## src/hw/rtl/assert_macros.svh

```systemverilog
// Assertion helpers shared by the RTL. Clock is clk_i, reset is rst_ni (active low).
`ifndef ASSERT_MACROS_SVH
`define ASSERT_MACROS_SVH

// Same-cycle implication.
`define ASSERT_IMPL(lbl, ant, cons) \
  lbl: assert property (@(posedge clk_i) disable iff (!rst_ni) (ant) |-> (cons)) \
    else $error("assertion failed");

// Next-cycle implication.
`define ASSERT_NEXT(lbl, ant, cons) \
  lbl: assert property (@(posedge clk_i) disable iff (!rst_ni) (ant) |=> (cons)) \
    else $error("assertion failed");

`endif

```

## src/hw/rtl/rled_pkg.sv

```systemverilog
`timescale 1ns / 1ps
`default_nettype none

package rled_pkg;

  localparam int unsigned RUN_W      = 31;
  localparam int unsigned APB_ADDR_W = 3;
  localparam int unsigned APB_DATA_W = 32;
  localparam int unsigned REG_IDX_BIT = 2;

  localparam logic [7:0]       ESCAPE_RESET  = 8'd92;
  localparam logic [RUN_W-1:0] MAX_RUN_RESET = 31'h7FFF_FFFF;
  localparam logic [7:0]       DIGIT_ZERO    = 8'h30;
  localparam logic [7:0]       DIGIT_NINE    = 8'h39;

  // result queue
  localparam int unsigned Q_DEPTH = 3;
  localparam int unsigned Q_CNT_W = 2;

  typedef enum logic [2:0] {
    MODE_IDLE = 3'd0,
    MODE_ESC  = 3'd1,
    MODE_REP  = 3'd2,
    MODE_DIG  = 3'd3,
    MODE_DROP = 3'd4
  } mode_e;

  typedef enum logic [1:0] {
    KIND_RUN = 2'd0,
    KIND_ERR = 2'd1,
    KIND_END = 2'd2
  } kind_e;

  typedef enum logic [1:0] {
    ERR_ESC_END = 2'd0,
    ERR_NO_NUM  = 2'd1,
    ERR_TOO_BIG = 2'd2
  } err_e;

  typedef enum logic {
    REG_ESCAPE_CHAR = 1'b0,
    REG_MAX_RUN     = 1'b1
  } reg_idx_e;

  typedef struct packed {
    logic [7:0] data_byte;
    logic       end_of_stream;
  } in_item_t;

  typedef struct packed {
    kind_e            kind;
    logic [7:0]       value;
    logic [RUN_W-1:0] run_count;
    err_e             error_code;
    logic             stream_done;
    logic             item_done;
  } res_t;

  typedef struct packed {
    logic [7:0]       escape_char;
    logic [RUN_W-1:0] max_run;
  } cfg_t;

  // results handed from the decoder to the queue in one cycle
  typedef struct packed {
    logic [Q_CNT_W-1:0] n;
    res_t               r0;
    res_t               r1;
  } push_t;

  typedef struct packed {
    logic [Q_CNT_W-1:0] free;
  } q_stat_t;

  function automatic res_t run_rec(logic [7:0] value, logic [RUN_W-1:0] cnt, logic sd);
    res_t r;
    r = '0;
    r.kind        = KIND_RUN;
    r.value       = value;
    r.run_count   = cnt;
    r.error_code  = ERR_ESC_END;
    r.stream_done = sd;
    return r;
  endfunction

  function automatic res_t err_rec(err_e code, logic sd);
    res_t r;
    r = '0;
    r.kind        = KIND_ERR;
    r.error_code  = code;
    r.stream_done = sd;
    return r;
  endfunction

  function automatic res_t end_rec();
    res_t r;
    r = '0;
    r.kind        = KIND_END;
    r.error_code  = ERR_ESC_END;
    r.stream_done = 1'b1;
    return r;
  endfunction

endpackage

`default_nettype wire

```

## src/hw/rtl/rled_chan_if.sv

```systemverilog
`timescale 1ns / 1ps
`default_nettype none

interface rled_chan_if #(
  parameter type T = logic
);
  logic valid;
  logic ready;
  T     data;

  modport source (output valid, output data, input ready);
  modport sink   (input valid, input data, output ready);
endinterface

`default_nettype wire

```

## src/hw/rtl/rled_cfg.sv

```systemverilog
`timescale 1ns / 1ps
`default_nettype none

module rled_cfg
  import rled_pkg::*;
(
  input  wire logic                  clk_i,
  input  wire logic                  rst_ni,
  input  wire logic                  psel,
  input  wire logic                  penable,
  input  wire logic                  pwrite,
  input  wire logic [APB_ADDR_W-1:0] paddr,
  input  wire logic [APB_DATA_W-1:0] pwdata,
  output logic      [APB_DATA_W-1:0] prdata,
  output logic                       pready,
  output cfg_t                       cfg_o
);

  logic [7:0]       esc_q;
  logic [7:0]       esc_d;
  logic [RUN_W-1:0] max_run_q;
  logic [RUN_W-1:0] max_run_d;
  logic             wr_en;
  reg_idx_e         idx;

  assign pready = 1'b1;
  assign wr_en  = psel & penable & pwrite & pready;
  assign idx    = reg_idx_e'(paddr[REG_IDX_BIT]);

  always_comb begin
    esc_d     = esc_q;
    max_run_d = max_run_q;
    prdata    = '0;
    unique case (idx)
      REG_ESCAPE_CHAR: begin
        prdata = APB_DATA_W'(esc_q);
        if (wr_en) esc_d = pwdata[7:0];
      end
      REG_MAX_RUN: begin
        prdata = APB_DATA_W'(max_run_q);
        if (wr_en) max_run_d = pwdata[RUN_W-1:0];
      end
      default: prdata = '0;
    endcase
  end

  always_ff @(posedge clk_i or negedge rst_ni) begin
    if (!rst_ni) begin
      esc_q     <= ESCAPE_RESET;
      max_run_q <= MAX_RUN_RESET;
    end else begin
      esc_q     <= esc_d;
      max_run_q <= max_run_d;
    end
  end

  assign cfg_o.escape_char = esc_q;
  assign cfg_o.max_run     = max_run_q;

endmodule

`default_nettype wire

```

## src/hw/rtl/rled_decode.sv

```systemverilog
`timescale 1ns / 1ps
`default_nettype none
`include "assert_macros.svh"

module rled_decode
  import rled_pkg::*;
#(
  parameter int unsigned COUNT_BITS = 31
) (
  input  wire logic    clk_i,
  input  wire logic    rst_ni,
  rled_chan_if.sink    in_i,
  input  wire cfg_t    cfg_i,
  input  wire q_stat_t stat_i,
  output push_t        push_o
);

  // wide enough for acc*10+9 and for max_run
  localparam int unsigned W = ((COUNT_BITS > RUN_W) ? COUNT_BITS : RUN_W) + 4;

  logic                  item_vld_q;
  logic                  item_vld_d;
  in_item_t              item_q;
  mode_e                 mode_q;
  mode_e                 mode_d;
  logic [7:0]            rep_q;
  logic [7:0]            rep_d;
  logic [COUNT_BITS-1:0] acc_q;
  logic [COUNT_BITS-1:0] acc_d;

  logic                  accept;
  logic                  consume;
  logic [7:0]            b;
  logic                  eos;
  logic                  is_esc;
  logic                  digit;
  logic [W-1:0]          acc_ext;
  logic [W-1:0]          acc_next;
  logic [W-1:0]          mr_ext;
  logic [W-1:0]          mask_ext;
  logic [W-1:0]          limit;
  logic                  too_big;
  logic                  end_s;
  logic [Q_CNT_W-1:0]    n;
  res_t                  r0;
  res_t                  r1;

  assign b       = item_q.data_byte;
  assign eos     = item_q.end_of_stream;
  assign is_esc  = (b == cfg_i.escape_char);
  assign digit   = (b >= DIGIT_ZERO) && (b <= DIGIT_NINE);

  // acc * 10 + digit, low nibble of an ASCII digit is its value
  assign acc_ext  = W'(acc_q);
  assign acc_next = (acc_ext << 3) + (acc_ext << 1) + W'(b[3:0]);
  assign mr_ext   = W'(cfg_i.max_run);
  assign mask_ext = (W'(1) << COUNT_BITS) - W'(1);
  assign limit    = (mr_ext > mask_ext) ? mask_ext : mr_ext;
  assign too_big  = (acc_next > limit);

  always_comb begin
    mode_d = mode_q;
    rep_d  = rep_q;
    acc_d  = acc_q;
    r0     = '0;
    r1     = '0;
    n      = '0;
    end_s  = 1'b0;
    unique case (mode_q)
      MODE_IDLE: begin
        if (is_esc) begin
          if (eos) begin
            r0    = err_rec(ERR_ESC_END, 1'b1);
            n     = Q_CNT_W'(1);
            end_s = 1'b1;
          end else begin
            mode_d = MODE_ESC;
          end
        end else begin
          r0    = run_rec(b, RUN_W'(1), eos);
          n     = Q_CNT_W'(1);
          end_s = eos;
        end
      end
      MODE_ESC: begin
        if (is_esc) begin
          r0     = run_rec(b, RUN_W'(1), eos);
          n      = Q_CNT_W'(1);
          mode_d = MODE_IDLE;
          end_s  = eos;
        end else begin
          rep_d = b;
          acc_d = '0;
          if (eos) begin
            r0    = err_rec(ERR_NO_NUM, 1'b1);
            n     = Q_CNT_W'(1);
            end_s = 1'b1;
          end else begin
            mode_d = MODE_REP;
          end
        end
      end
      MODE_REP, MODE_DIG: begin
        if (digit) begin
          // a digit wins even when it equals the escape byte
          acc_d  = acc_next[COUNT_BITS-1:0];
          mode_d = MODE_DIG;
          if (too_big) begin
            r0 = err_rec(ERR_TOO_BIG, eos);
            n  = Q_CNT_W'(1);
            if (eos) end_s = 1'b1;
            else mode_d = MODE_DROP;
          end else if (eos) begin
            r0    = run_rec(rep_q, RUN_W'(acc_next), 1'b1);
            n     = Q_CNT_W'(1);
            end_s = 1'b1;
          end
        end else if (mode_q == MODE_REP) begin
          r0 = err_rec(ERR_NO_NUM, eos);
          n  = Q_CNT_W'(1);
          if (eos) end_s = 1'b1;
          else mode_d = MODE_DROP;
        end else begin
          // flush the pending run, then treat this byte as if idle
          r0     = run_rec(rep_q, RUN_W'(acc_q), 1'b0);
          acc_d  = '0;
          mode_d = MODE_IDLE;
          if (is_esc) begin
            if (eos) begin
              r1    = err_rec(ERR_ESC_END, 1'b1);
              n     = Q_CNT_W'(2);
              end_s = 1'b1;
            end else begin
              n      = Q_CNT_W'(1);
              mode_d = MODE_ESC;
            end
          end else begin
            r1    = run_rec(b, RUN_W'(1), eos);
            n     = Q_CNT_W'(2);
            end_s = eos;
          end
        end
      end
      default: begin
        // dropping after an error, and any unused code
        if (eos) begin
          r0    = end_rec();
          n     = Q_CNT_W'(1);
          end_s = 1'b1;
        end else begin
          mode_d = MODE_DROP;
        end
      end
    endcase
    if (end_s) begin
      mode_d = MODE_IDLE;
      acc_d  = '0;
      rep_d  = '0;
    end
    if (n == Q_CNT_W'(1)) r0.item_done = 1'b1;
    if (n == Q_CNT_W'(2)) r1.item_done = 1'b1;
  end

  // free space is registered in the queue, so ready never waits on the sink
  assign consume    = item_vld_q && (n <= stat_i.free);
  assign in_i.ready = !item_vld_q || consume;
  assign accept     = in_i.valid && in_i.ready;
  assign item_vld_d = accept ? 1'b1 : (consume ? 1'b0 : item_vld_q);

  assign push_o.n  = consume ? n : '0;
  assign push_o.r0 = r0;
  assign push_o.r1 = r1;

  always_ff @(posedge clk_i or negedge rst_ni) begin
    if (!rst_ni) begin
      item_vld_q <= 1'b0;
      mode_q     <= MODE_IDLE;
      rep_q      <= '0;
      acc_q      <= '0;
    end else begin
      item_vld_q <= item_vld_d;
      if (consume) begin
        mode_q <= mode_d;
        rep_q  <= rep_d;
        acc_q  <= acc_d;
      end
    end
  end

  always_ff @(posedge clk_i) begin
    if (accept) item_q <= in_i.data;
  end

  `ASSERT_NEXT(eos_to_idle, consume && eos, mode_q == MODE_IDLE)
  `ASSERT_IMPL(eos_gives_result, consume && eos, n != '0)
  `ASSERT_IMPL(done_on_last, push_o.n == Q_CNT_W'(2), !push_o.r0.item_done && push_o.r1.item_done)

endmodule

`default_nettype wire

```

## src/hw/rtl/rled_outq.sv

```systemverilog
`timescale 1ns / 1ps
`default_nettype none
`include "assert_macros.svh"

module rled_outq
  import rled_pkg::*;
(
  input  wire logic    clk_i,
  input  wire logic    rst_ni,
  input  wire push_t   push_i,
  output q_stat_t      stat_o,
  rled_chan_if.source  out_o
);

  res_t               q_q [Q_DEPTH];
  res_t               q_d [Q_DEPTH];
  logic [Q_CNT_W-1:0] cnt_q;
  logic [Q_CNT_W-1:0] cnt_d;
  logic [Q_CNT_W-1:0] base;
  logic               pop;

  assign pop         = out_o.valid && out_o.ready;
  assign out_o.valid = (cnt_q != '0);
  assign out_o.data  = q_q[0];
  assign stat_o.free = Q_CNT_W'(Q_DEPTH) - cnt_q;

  // slot 0 is the head; pops shift down, pushes land behind the survivors
  always_comb begin
    base = cnt_q - Q_CNT_W'(pop);
    for (int i = 0; i < Q_DEPTH - 1; i++) begin
      q_d[i] = pop ? q_q[i+1] : q_q[i];
    end
    q_d[Q_DEPTH-1] = q_q[Q_DEPTH-1];
    for (int i = 0; i < Q_DEPTH; i++) begin
      if ((push_i.n != '0) && (Q_CNT_W'(i) == base)) q_d[i] = push_i.r0;
      if ((push_i.n == Q_CNT_W'(2)) && (Q_CNT_W'(i) == base + Q_CNT_W'(1))) begin
        q_d[i] = push_i.r1;
      end
    end
    cnt_d = base + push_i.n;
  end

  always_ff @(posedge clk_i or negedge rst_ni) begin
    if (!rst_ni) begin
      cnt_q <= '0;
    end else begin
      cnt_q <= cnt_d;
    end
  end

  always_ff @(posedge clk_i) begin
    for (int i = 0; i < Q_DEPTH; i++) begin
      q_q[i] <= q_d[i];
    end
  end

  `ASSERT_IMPL(push_fits, push_i.n != '0, push_i.n <= stat_o.free)
  `ASSERT_IMPL(cnt_bound, 1'b1, cnt_q <= Q_CNT_W'(Q_DEPTH))

endmodule

`default_nettype wire

```

## src/hw/rtl/escaped_rle_decoder_top.sv

```systemverilog
// Escaped run-length decoder. One encoded byte enters per request on in_i, with
// end_of_stream on the last byte of a stream; run, error and end-marker records
// leave on out_o. Runs are not expanded: a plain byte or a doubled escape gives a
// record of count 1, and escape + byte + decimal digits gives one record with the
// decimal count (a count of zero is still sent). A run with digits leaves when the
// first non-digit arrives, together with that byte's own record if it gives one,
// or when the stream ends on a digit. Errors are escape at end, missing number
// and count above max_run or 2^COUNT_BITS-1; after an error record on any byte
// but the last, the stream is dropped up to its end, which then yields a bare end
// marker; the sink must discard all records of a stream that carried an error.
// Rate: one byte per cycle while the result queue has room. Each byte is decoded
// in the input register against the decode state, and its records enter a
// three-entry result queue whose head is the output register. A byte that ends a
// digit string can give two records and holds the input until both fit.
// escape_char (offset 0x0) and max_run (offset 0x4) sit on the APB port; the user
// must write them only while the decoder is idle; the block does not enforce it.
`timescale 1ns / 1ps
`default_nettype none

module escaped_rle_decoder_top
  import rled_pkg::*;
#(
  parameter int unsigned COUNT_BITS = 31
) (
  input  wire logic                  clk_i,
  input  wire logic                  rst_ni,
  rled_chan_if.sink                  in_i,
  rled_chan_if.source                out_o,
  input  wire logic                  psel,
  input  wire logic                  penable,
  input  wire logic                  pwrite,
  input  wire logic [APB_ADDR_W-1:0] paddr,
  input  wire logic [APB_DATA_W-1:0] pwdata,
  output logic      [APB_DATA_W-1:0] prdata,
  output logic                       pready
);

  cfg_t    cfg;
  push_t   push;
  q_stat_t stat;

  // register file
  rled_cfg u_cfg (
    .clk_i   (clk_i),
    .rst_ni  (rst_ni),
    .psel    (psel),
    .penable (penable),
    .pwrite  (pwrite),
    .paddr   (paddr),
    .pwdata  (pwdata),
    .prdata  (prdata),
    .pready  (pready),
    .cfg_o   (cfg)
  );

  // input register, decode state and record builder
  rled_decode #(
    .COUNT_BITS (COUNT_BITS)
  ) u_decode (
    .clk_i  (clk_i),
    .rst_ni (rst_ni),
    .in_i   (in_i),
    .cfg_i  (cfg),
    .stat_i (stat),
    .push_o (push)
  );

  // result queue, head drives the output channel
  rled_outq u_outq (
    .clk_i  (clk_i),
    .rst_ni (rst_ni),
    .push_i (push),
    .stat_o (stat),
    .out_o  (out_o)
  );

endmodule

`default_nettype wire

```

## src/flat_wrapper.sv

```systemverilog
// flat-port wrapper written by rule: the top's interface ports become plain ports
module escaped_rle_decoder_top_flat import rled_pkg::*;
#(
  parameter int unsigned COUNT_BITS = 31
)
  (clk_i, rst_ni, psel, penable, pwrite, paddr, pwdata, prdata, pready, in_i_valid, in_i_data, in_i_ready, out_o_valid, out_o_data, out_o_ready);
  rled_chan_if #(.T(in_item_t)) in_i_i ();
  rled_chan_if #(.T(res_t)) out_o_i ();
  input  wire logic clk_i;
  input  wire logic rst_ni;
  input  wire logic psel;
  input  wire logic penable;
  input  wire logic pwrite;
  input  wire logic [APB_ADDR_W-1:0] paddr;
  input  wire logic [APB_DATA_W-1:0] pwdata;
  output logic      [APB_DATA_W-1:0] prdata;
  output logic pready;
  input wire logic [$bits(in_i_i.valid)-1:0] in_i_valid;
  input wire logic [$bits(in_i_i.data)-1:0] in_i_data;
  output wire logic [$bits(in_i_i.ready)-1:0] in_i_ready;
  output wire logic [$bits(out_o_i.valid)-1:0] out_o_valid;
  output wire logic [$bits(out_o_i.data)-1:0] out_o_data;
  input wire logic [$bits(out_o_i.ready)-1:0] out_o_ready;
  assign in_i_i.valid = in_i_valid;
  assign in_i_i.data = in_i_data;
  assign in_i_ready = in_i_i.ready;
  assign out_o_valid = out_o_i.valid;
  assign out_o_data = out_o_i.data;
  assign out_o_i.ready = out_o_ready;
  escaped_rle_decoder_top #(.COUNT_BITS(COUNT_BITS)) u_core (.clk_i(clk_i), .rst_ni(rst_ni), .in_i(in_i_i), .out_o(out_o_i), .psel(psel), .penable(penable), .pwrite(pwrite), .paddr(paddr), .pwdata(pwdata), .prdata(prdata), .pready(pready));
endmodule
```

## config.mk

```make
export PLATFORM = sky130hd
export DESIGN_NAME = escaped_rle_decoder_top_flat
export DESIGN_NICKNAME = d
export VERILOG_FILES = /design/src/hw/rtl/rled_pkg.sv /design/src/hw/rtl/rled_chan_if.sv /design/src/hw/rtl/rled_cfg.sv /design/src/hw/rtl/rled_decode.sv /design/src/hw/rtl/rled_outq.sv /design/src/hw/rtl/escaped_rle_decoder_top.sv /design/src/flat_wrapper.sv
export VERILOG_INCLUDE_DIRS = /design/src /design/src/hw/rtl
export SDC_FILE = /design/constraint.sdc
export NUM_CORES = 1
export LEC_CHECK = 0
export ABC_AREA = 1
export BUFFER_PORTS_ARGS = -buffer_cell sky130_fd_sc_hd__buf_2
export CAP_MARGIN = 15
export CORE_ASPECT_RATIO = 0.5
export CORE_MARGIN = 2
export CORE_UTILIZATION = 30
export CTS_CLUSTER_SIZE = 12
export DETAILED_ROUTE_END_ITERATION = 10
export HOLD_SLACK_MARGIN = 0.03
export SLEW_MARGIN = 20
export SYNTH_ARGS = -nofsm -noshare
export SYNTH_HDL_FRONTEND = slang
export SYNTH_SLANG_ARGS = --single-unit
```

## constraint.sdc

```tcl
create_clock -name clk_i -period 5.5 [get_ports clk_i]
set_input_delay 0.275 -clock clk_i [delete_from_list [all_inputs] [get_ports clk_i]]
set_output_delay 0.275 -clock clk_i [all_outputs]
set_load 0.02 [all_outputs]
```

Word-level counts from Yosys, hierarchy flattened
Memory sizes are Yosys's and may differ from the RTL's.
Cells that the tools add are included.

storage, ports and cells
  register bits = 93
  memory bits (writable) = 135
  bits of input ports = 51
  output and inout bits = 80
  logic and storage cells = 131
  memories kept = 1

memories
  name               depth  bits a word  read ports  clocked after memory_dff  wr ports  line             RTL
  u_core.u_outq.q_q  3      45           3           0                         3         rled_outq.sv:15  res_t q_q [Q_DEPTH];

cells by class
  add/subtract/negate cells = 6
  order comparisons = 5
  equal/unequal tests = 17
  muxes and demuxes = 64
  bitwise gates (word level) = 3
  reductions and logical operators = 26

operators by type and width
  operator                                              count
  two-way mux 45 bit                                    14
  two-way mux 44 bit                                    5
  two-way mux 31 bit                                    5
  case mux 45 bit (3 select lines)                      1
  case mux 32 bit (2 select lines)                      1
  case mux 31 bit (2 select lines)                      1
  two-way mux 43 bit                                    1
  adder 34 x 32 -> 35 bit                               1
  adder 35 x 4 -> 35 bit                                1
  > comparator 35 x 31 -> 1 bit                         1
  > comparator 31 bit (second input constant)           1
  two-way mux 3 bit                                     10
  two-way mux 8 bit                                     3
  two-way mux 1 bit                                     14
  two-way mux 2 bit                                     6
  logical AND 1 bit                                     10
  inequality test 3 bit (second input constant)         3
  case mux 3 bit (3 select lines)                       1
  == test 8 bit                                         1
  >= comparator 8 x 6 -> 1 bit (second input constant)  1
  <= comparator 8 x 6 -> 1 bit (second input constant)  1
  inequality test 4 bit (second input constant)         2
  AND reduction 4 bit                                   2
  nonzero test 2 bit                                    4
  other kinds (24)                                      31

Depth between registers and ports, before layout
  depth after elaboration = 13
  mapped depth = 40
  depth with buffers taken out = 39

Cells and area by module
Synthesis repeated with hierarchy kept, for this count alone.

second synthesis, totals
  cells, all modules = 2099
  area, all modules = 16175.5 um^2

by module, submodules not included
  module       times used  cells an instance  area an instance (um^2)  sequential area each (um^2)
  rled_outq    1           860                7533.5                   4103.9
  rled_decode  1           988                6730.2                   1346.3
  rled_cfg     1           251                1911.8                   1019.7

Worst setup path after synthesis
Ideal clock, no wire load.

  kind = reg2reg
  from = register u_core.u_decode.acc_q[0] (netlist name)
  to = memory u_core.u_outq.q_q[0][0] (netlist name) (enable)
  setup time = 0.350 ns
  data arrival time = 5.506 ns
  required time = 5.150 ns
  slack = -0.357 ns
  cell stages (with the launch flop) = 36
  path buffers = 1
  clock period less this slack = 5.857 ns
  path through = dfrtp_1 fa_1 fa_1 nand2_1 nand2_1 nand3_1 nand2_1 nand3_1 nand3_2 a21oi_1 xor2_1 inv_1 ha_1 nand2_1 inv_1 nand2_1 nand2_1 a21oi_1 nand2_2 nor2_8 nand4_1 nand2_1 nand3_2 inv_1 ha_1 o21bai_1 a21oi_1 inv_1 nor2_2 inv_2 nor3_2 inv_2 nand2_1 inv_2 buf_2 nand2_1

RTL lines
  what              line
  end: declaration  rled_outq.sv:15

Final worst setup path
  from = register u_core.u_decode.acc_q[0]
  to = output in_i_ready

between the ends
  word-level cells in the longest chain between the ends = 9

RTL lines
  what                             line                RTL
  start: declaration               rled_decode.sv:28   logic [COUNT_BITS-1:0] acc_q;
  start signal: assignment         rled_decode.sv:179  acc_q <= '0;
  start signal: assignment         rled_decode.sv:185  acc_q <= acc_d;
  adder 34 x 32 -> 35 bit          rled_decode.sv:55   assign acc_next = (acc_ext << 3) + (acc_ext << 1) + W'(b[3:0]);
  adder 35 x 4 -> 35 bit           rled_decode.sv:55
  > comparator 35 x 31 -> 1 bit    rled_decode.sv:59   assign too_big = (acc_next > limit);
  two-way mux 2 bit                rled_decode.sv:108  if (too_big) begin
  two-way mux 2 bit                rled_decode.sv:104  if (digit) begin
  case mux 2 bit (3 select lines)  rled_decode.sv:69   unique case (mode_q)
  <= comparator 2 bit              rled_decode.sv:165  assign consume = item_vld_q && (n <= stat_i.free);
  logical AND 1 bit                rled_decode.sv:165
  logical OR 1 bit                 rled_decode.sv:166  assign in_i.ready = !item_vld_q || consume;
  end: declaration                 flat_wrapper.sv:20  output wire logic [$bits(in_i_i.ready)-1:0] in_i_ready;

Every way passes these cells.

==> summary.log <==
INFO  clock_network  tritoncts_clock_tree=built
INFO  global_routing number_of_global_route_vias_before_repair=13.6k
INFO  detailed_routing drt_wl_total=49100µm
INFO  clock_network  cts_sinks=228
INFO  yosys          ff_latch_count_synth=228
INFO  global_routing grtUsageMet1=25.3%
INFO  pwr            power_leakage=10.2nW
INFO  pwr            pwr_density_cell=517mW/mm²
INFO  cells_and_area fillCellCount=5272
INFO  global_routing pin_count_of_the_biggest_net_entering_global_routing=67
INFO  detailed_routing viasPerCell=4.76
INFO  clock_network  clock_path_buffers=3
INFO  pwr            power.ir.vdd_worst=385µV
INFO  cells_and_area final_core_utilization=39.0%
INFO  yosys          postSynth.topFlopCell=dfxtp_1
INFO  detailed_routing detail_route.first_pass.iterations=5
INFO  critical_path  most_frequent_cell_on_the_critical_path=nand2_2
INFO  critical_path  type_of_the_worst_setup_path=reg -> out
INFO  yosys          synth-seq-area-share=35.5%
INFO  critical_path  worstPathRequired=5220ps
INFO  floorplanning  dieWidth=325µm
INFO  yosys          synthesis.instances=2238
INFO  yosys          yosys.cell_types.count=51
INFO  detailed_routing route.detailed.drc=0
INFO  global_routing globalRoute.busiestLayer=met2
INFO  global_routing grt_util_met3=2.51%
INFO  worst_hold_path hold_path.class=in -> async
INFO  timing         post-route-min-period=5360ps
INFO  cells_and_area finalInstanceArea=0.0197mm²
INFO  cells_and_area finalNetCount=2579
INFO  global_routing antenna_found_initial=0
INFO  clock_network  worst_skew_pair.late_latency=570ps
INFO  timing         setup_violation_total_in_the_final_timing_report=0
INFO  global_routing grt_first_pass_wirelength=74600µm
INFO  detailed_routing dr_total_vias=14.9k
INFO  placement      placement.io_buffers=125
INFO  cells_and_area n_antenna_cell=0
INFO  global_routing grtUsageMet2=27.1%
INFO  timing         rsz0062_at_grt=true
INFO  yosys          syn_area_per_cell=6.91µm²
INFO  yosys          synthesis.nets=2386
INFO  global_routing globalRoute.totalOverflow=0
INFO  yosys          synth_enable_flop_cells=45
INFO  yosys          synthesis.yosys.warnings=0
INFO  placement      placed_area=0.0172mm²
INFO  timing         final_min_period_over_clock_period=97.5%
INFO  clock_network  cts_root_buffer=clkbuf_16
INFO  floorplanning  die_area=0.0535mm²
INFO  critical_path  slowest_stage=fa_1
INFO  detailed_routing antenna_left=0
INFO  job            timing.max_cap.violations=0
INFO  yosys          netlist_area=0.0155mm²
INFO  detailed_routing wl_per_cell=15.6µm
INFO  critical_path  critical-path-max-stage-delay=600ps
INFO  floorplanning  floorplan.rows=58
INFO  timing         timing.max_slew.rel_slack=22.0%
INFO  clock_network  path_clk_slew=60ps
INFO  floorplanning  initial_core_util=30.6%
INFO  clock_network  numCtsBuffers=26
INFO  critical_path  critPathLaunchType=flop
INFO  critical_path  worstPathMaxFanout=4
INFO  timing         finalClockSkew=13.6ps
INFO  floorplanning  pin_count=131
INFO  clock_network  htreeDepth=1
INFO  global_routing gr-usage-all-layers=17.3%
INFO  timing         number_of_pins_with_negative_max_slew_slack_in_the_final_report=0
INFO  run_status     outcome=complete, no violations
INFO  detailed_routing detailedRoute.firstIterationViolations=1347
INFO  timing         worstMarginPinSlew=1170ps
INFO  floorplanning  core-area=0.0506mm²
INFO  placement      globalplace.congestion=0.867
INFO  cells_and_area final_layout_size_suffix_gt1_share=23.1%
INFO  critical_path  cp_data_arrival_time=5090ps
INFO  timing         max_freq=0.186GHz
INFO  yosys          postSynth.asyncResetShare=36.8%
INFO  critical_path  worstSetupEndpointType=primary output
INFO  cells_and_area areaGrowthSynthToFinish=27.5%
INFO  placement      place_hpwl=34400µm
INFO  timing         final_hold_viol_count=0
INFO  timing         holdWs=245ps
INFO  floorplanning  fp.dieH=164µm
-- logic make-up (layout without fill, tap and decap cells) --
family / after synthesis / in the layout / share of synthesized area [%]
other: 2 / 2 / 0.0486
DFF: 228 / 228 / 35.5
buffers and inverters: 445 / 656 / 12.8
xor gates and xnor gates: 26 / 26 / 1.47
adders and majority gates: 97 / 97 / 7.95
and+or+nand+nor: 1231 / 1232 / 34.4
AOI/OAI and AO/OA: 209 / 209 / 7.85
-- power by group --
group	internal [W]	total [W]	switching, W
Sequential	0.00252	0.00283	0.000315
Combinational	0.00212	0.00561	0.00349
Clock	0.000979	0.00175	0.000776
-- final cells by class --
class	count	area, µm²	area share [%]
inverters	295	1130	5.72
flip-flops and latches	228	5480	27.8
well taps	690	863	4.38
repair buffers	314	2540	12.9
clock inverters	8	88.8	0.451
multi-input cells	1566	8870	45.0
clock buffers	39	739	3.75
-- per-stage QoR --
step / TNS [ps] / instances / setup slack (ps) / total power (W)
after floorplan: 0 / 2238 / 16.8 / 0.00632
after global placement: -1990 / 3024 / -39.8 / 0.00752
after detailed placement: -23680 / 3024 / -196 / 0.00758
after CTS: -0.570 / 3119 / -0.570 / 0.00945
after global routing: -16270 / 3140 / -181 / 0.0109
final: 0 / 3140 / 137 / 0.0102
-- flip-flops by register name, summed over array words and instances (netlist names) --
signal / cells
u_core.u_decode.b: 8
u_core.u_outq.cnt_q: 2
u_core.u_cfg.esc_q: 8
u_core.u_decode.acc_q: 31
u_core.u_decode.eos: 1
u_core.u_decode.item_vld_q: 1
u_core.u_decode.rep_q: 8
u_core.u_decode.mode_q: 3
u_core.u_outq.q_q: 135
u_core.u_cfg.max_run_q: 31
-- what timing repair did --
action / 4_1_cts / 5_1_grt
resized for setup: 27 / 178
hold endpoints to repair: 64 / 0
hold buffers: 42 / 0
gates cloned: 1 / 8
setup endpoints to repair: 210 / 221
pin swaps: 11 / 62
setup buffers: 5 / 13
-- layout by cell type, fill, tap and decap left out, types with 8 or more instances in the layout --
cell and n:
nand2_1 602, nand3_1 291, inv_1 265, nor2_1 165, buf_2 123, buf_4 110
dfxtp_1 99, ha_1 76, o21ai_0 62, a21oi_1 55, dfrtp_1 49, edfxtp_1 45
nand2_2 42, dlygate4sd3_1 42, nand3_2 41, dfstp_2 35, clkbuf_16 32, o22ai_1 24
inv_2 23, o21bai_1 20, nor2_2 19, nand4_1 19, ha_4 15, buf_6 14
buf_12 14, a21oi_2 11, xor2_1 11, nand2_4 11, o21ai_1 10, clkbuf_1 9
xnor2_2 8, nor3_1 8
-- worst max-delay path: cells and delay by family, from the launching register on --
family	cells	cell delay [ps]
buffers and inverters	8	800
adder cells (fa/ha/maj)	4	1250
flip-flops	1	400
AND/OR/NAND/NOR	19	1810
AO/OA/AOI/OAI	2	220
-- layer usage --
layer	routed length, µm	share of wire [%]
met5	0	0
met4	1050	2.1
met3	3110	6.3
met2	21900	45
met1	23100	47
-- cells in the mapped netlist, types with 3 or more instances --
cell | n | area share [%]
nand2_1 | 643 | 16
nor2_2 | 15 | 0.61
nand3_1 | 334 | 11
xor2_1 | 13 | 0.74
dfstp_2 | 35 | 6.0
clkinv_1 | 3 | 0.073
o21bai_1 | 21 | 1.0
a31oi_1 | 7 | 0.28
buf_2 | 28 | 0.91
and3_1 | 5 | 0.20
inv_1 | 269 | 6.5
or2_2 | 3 | 0.12
o21ai_1 | 5 | 0.16
clkbuf_1 | 55 | 1.3
nor2_1 | 173 | 4.2
nor3_1 | 9 | 0.29
buf_6 | 10 | 0.73
xnor2_1 | 13 | 0.74
inv_2 | 23 | 0.56
o21bai_2 | 7 | 0.51
nand2_4 | 4 | 0.29
nand3_2 | 3 | 0.19
nand4_1 | 19 | 0.77
dfxtp_1 | 99 | 13
and2_1 | 3 | 0.12
dfrtp_1 | 49 | 7.9
o21ai_0 | 70 | 2.3
edfxtp_1 | 45 | 8.7
nand2_2 | 12 | 0.49
a21oi_1 | 65 | 2.1
ha_1 | 95 | 7.7
buf_4 | 51 | 2.5
o22ai_1 | 24 | 0.97
buf_1 | 5 | 0.12
-- worst paths after layout --
kind	start	endpoint	slack (ps)	depth (start not counted)
max in group asynchronous	rst_ni	u_core.u_decode.rep_q[1]	4160	3
hold reg to reg	u_core.u_outq.q_q[0][31]	u_core.u_outq.q_q[0][31]	460	2
setup / recovery	u_core.u_decode.acc_q[0]	in_i_ready	140	33
min in group clk_i	in_i_data[8]	u_core.u_decode.b[7]	410	2
hold / removal	rst_ni	u_core.u_decode.acc_q[17]	240	2
setup reg to reg	u_core.u_decode.acc_q[0]	u_core.u_outq.q_q[0][43]	140	38
Note: power is estimated with default switching activity, not from simulation.
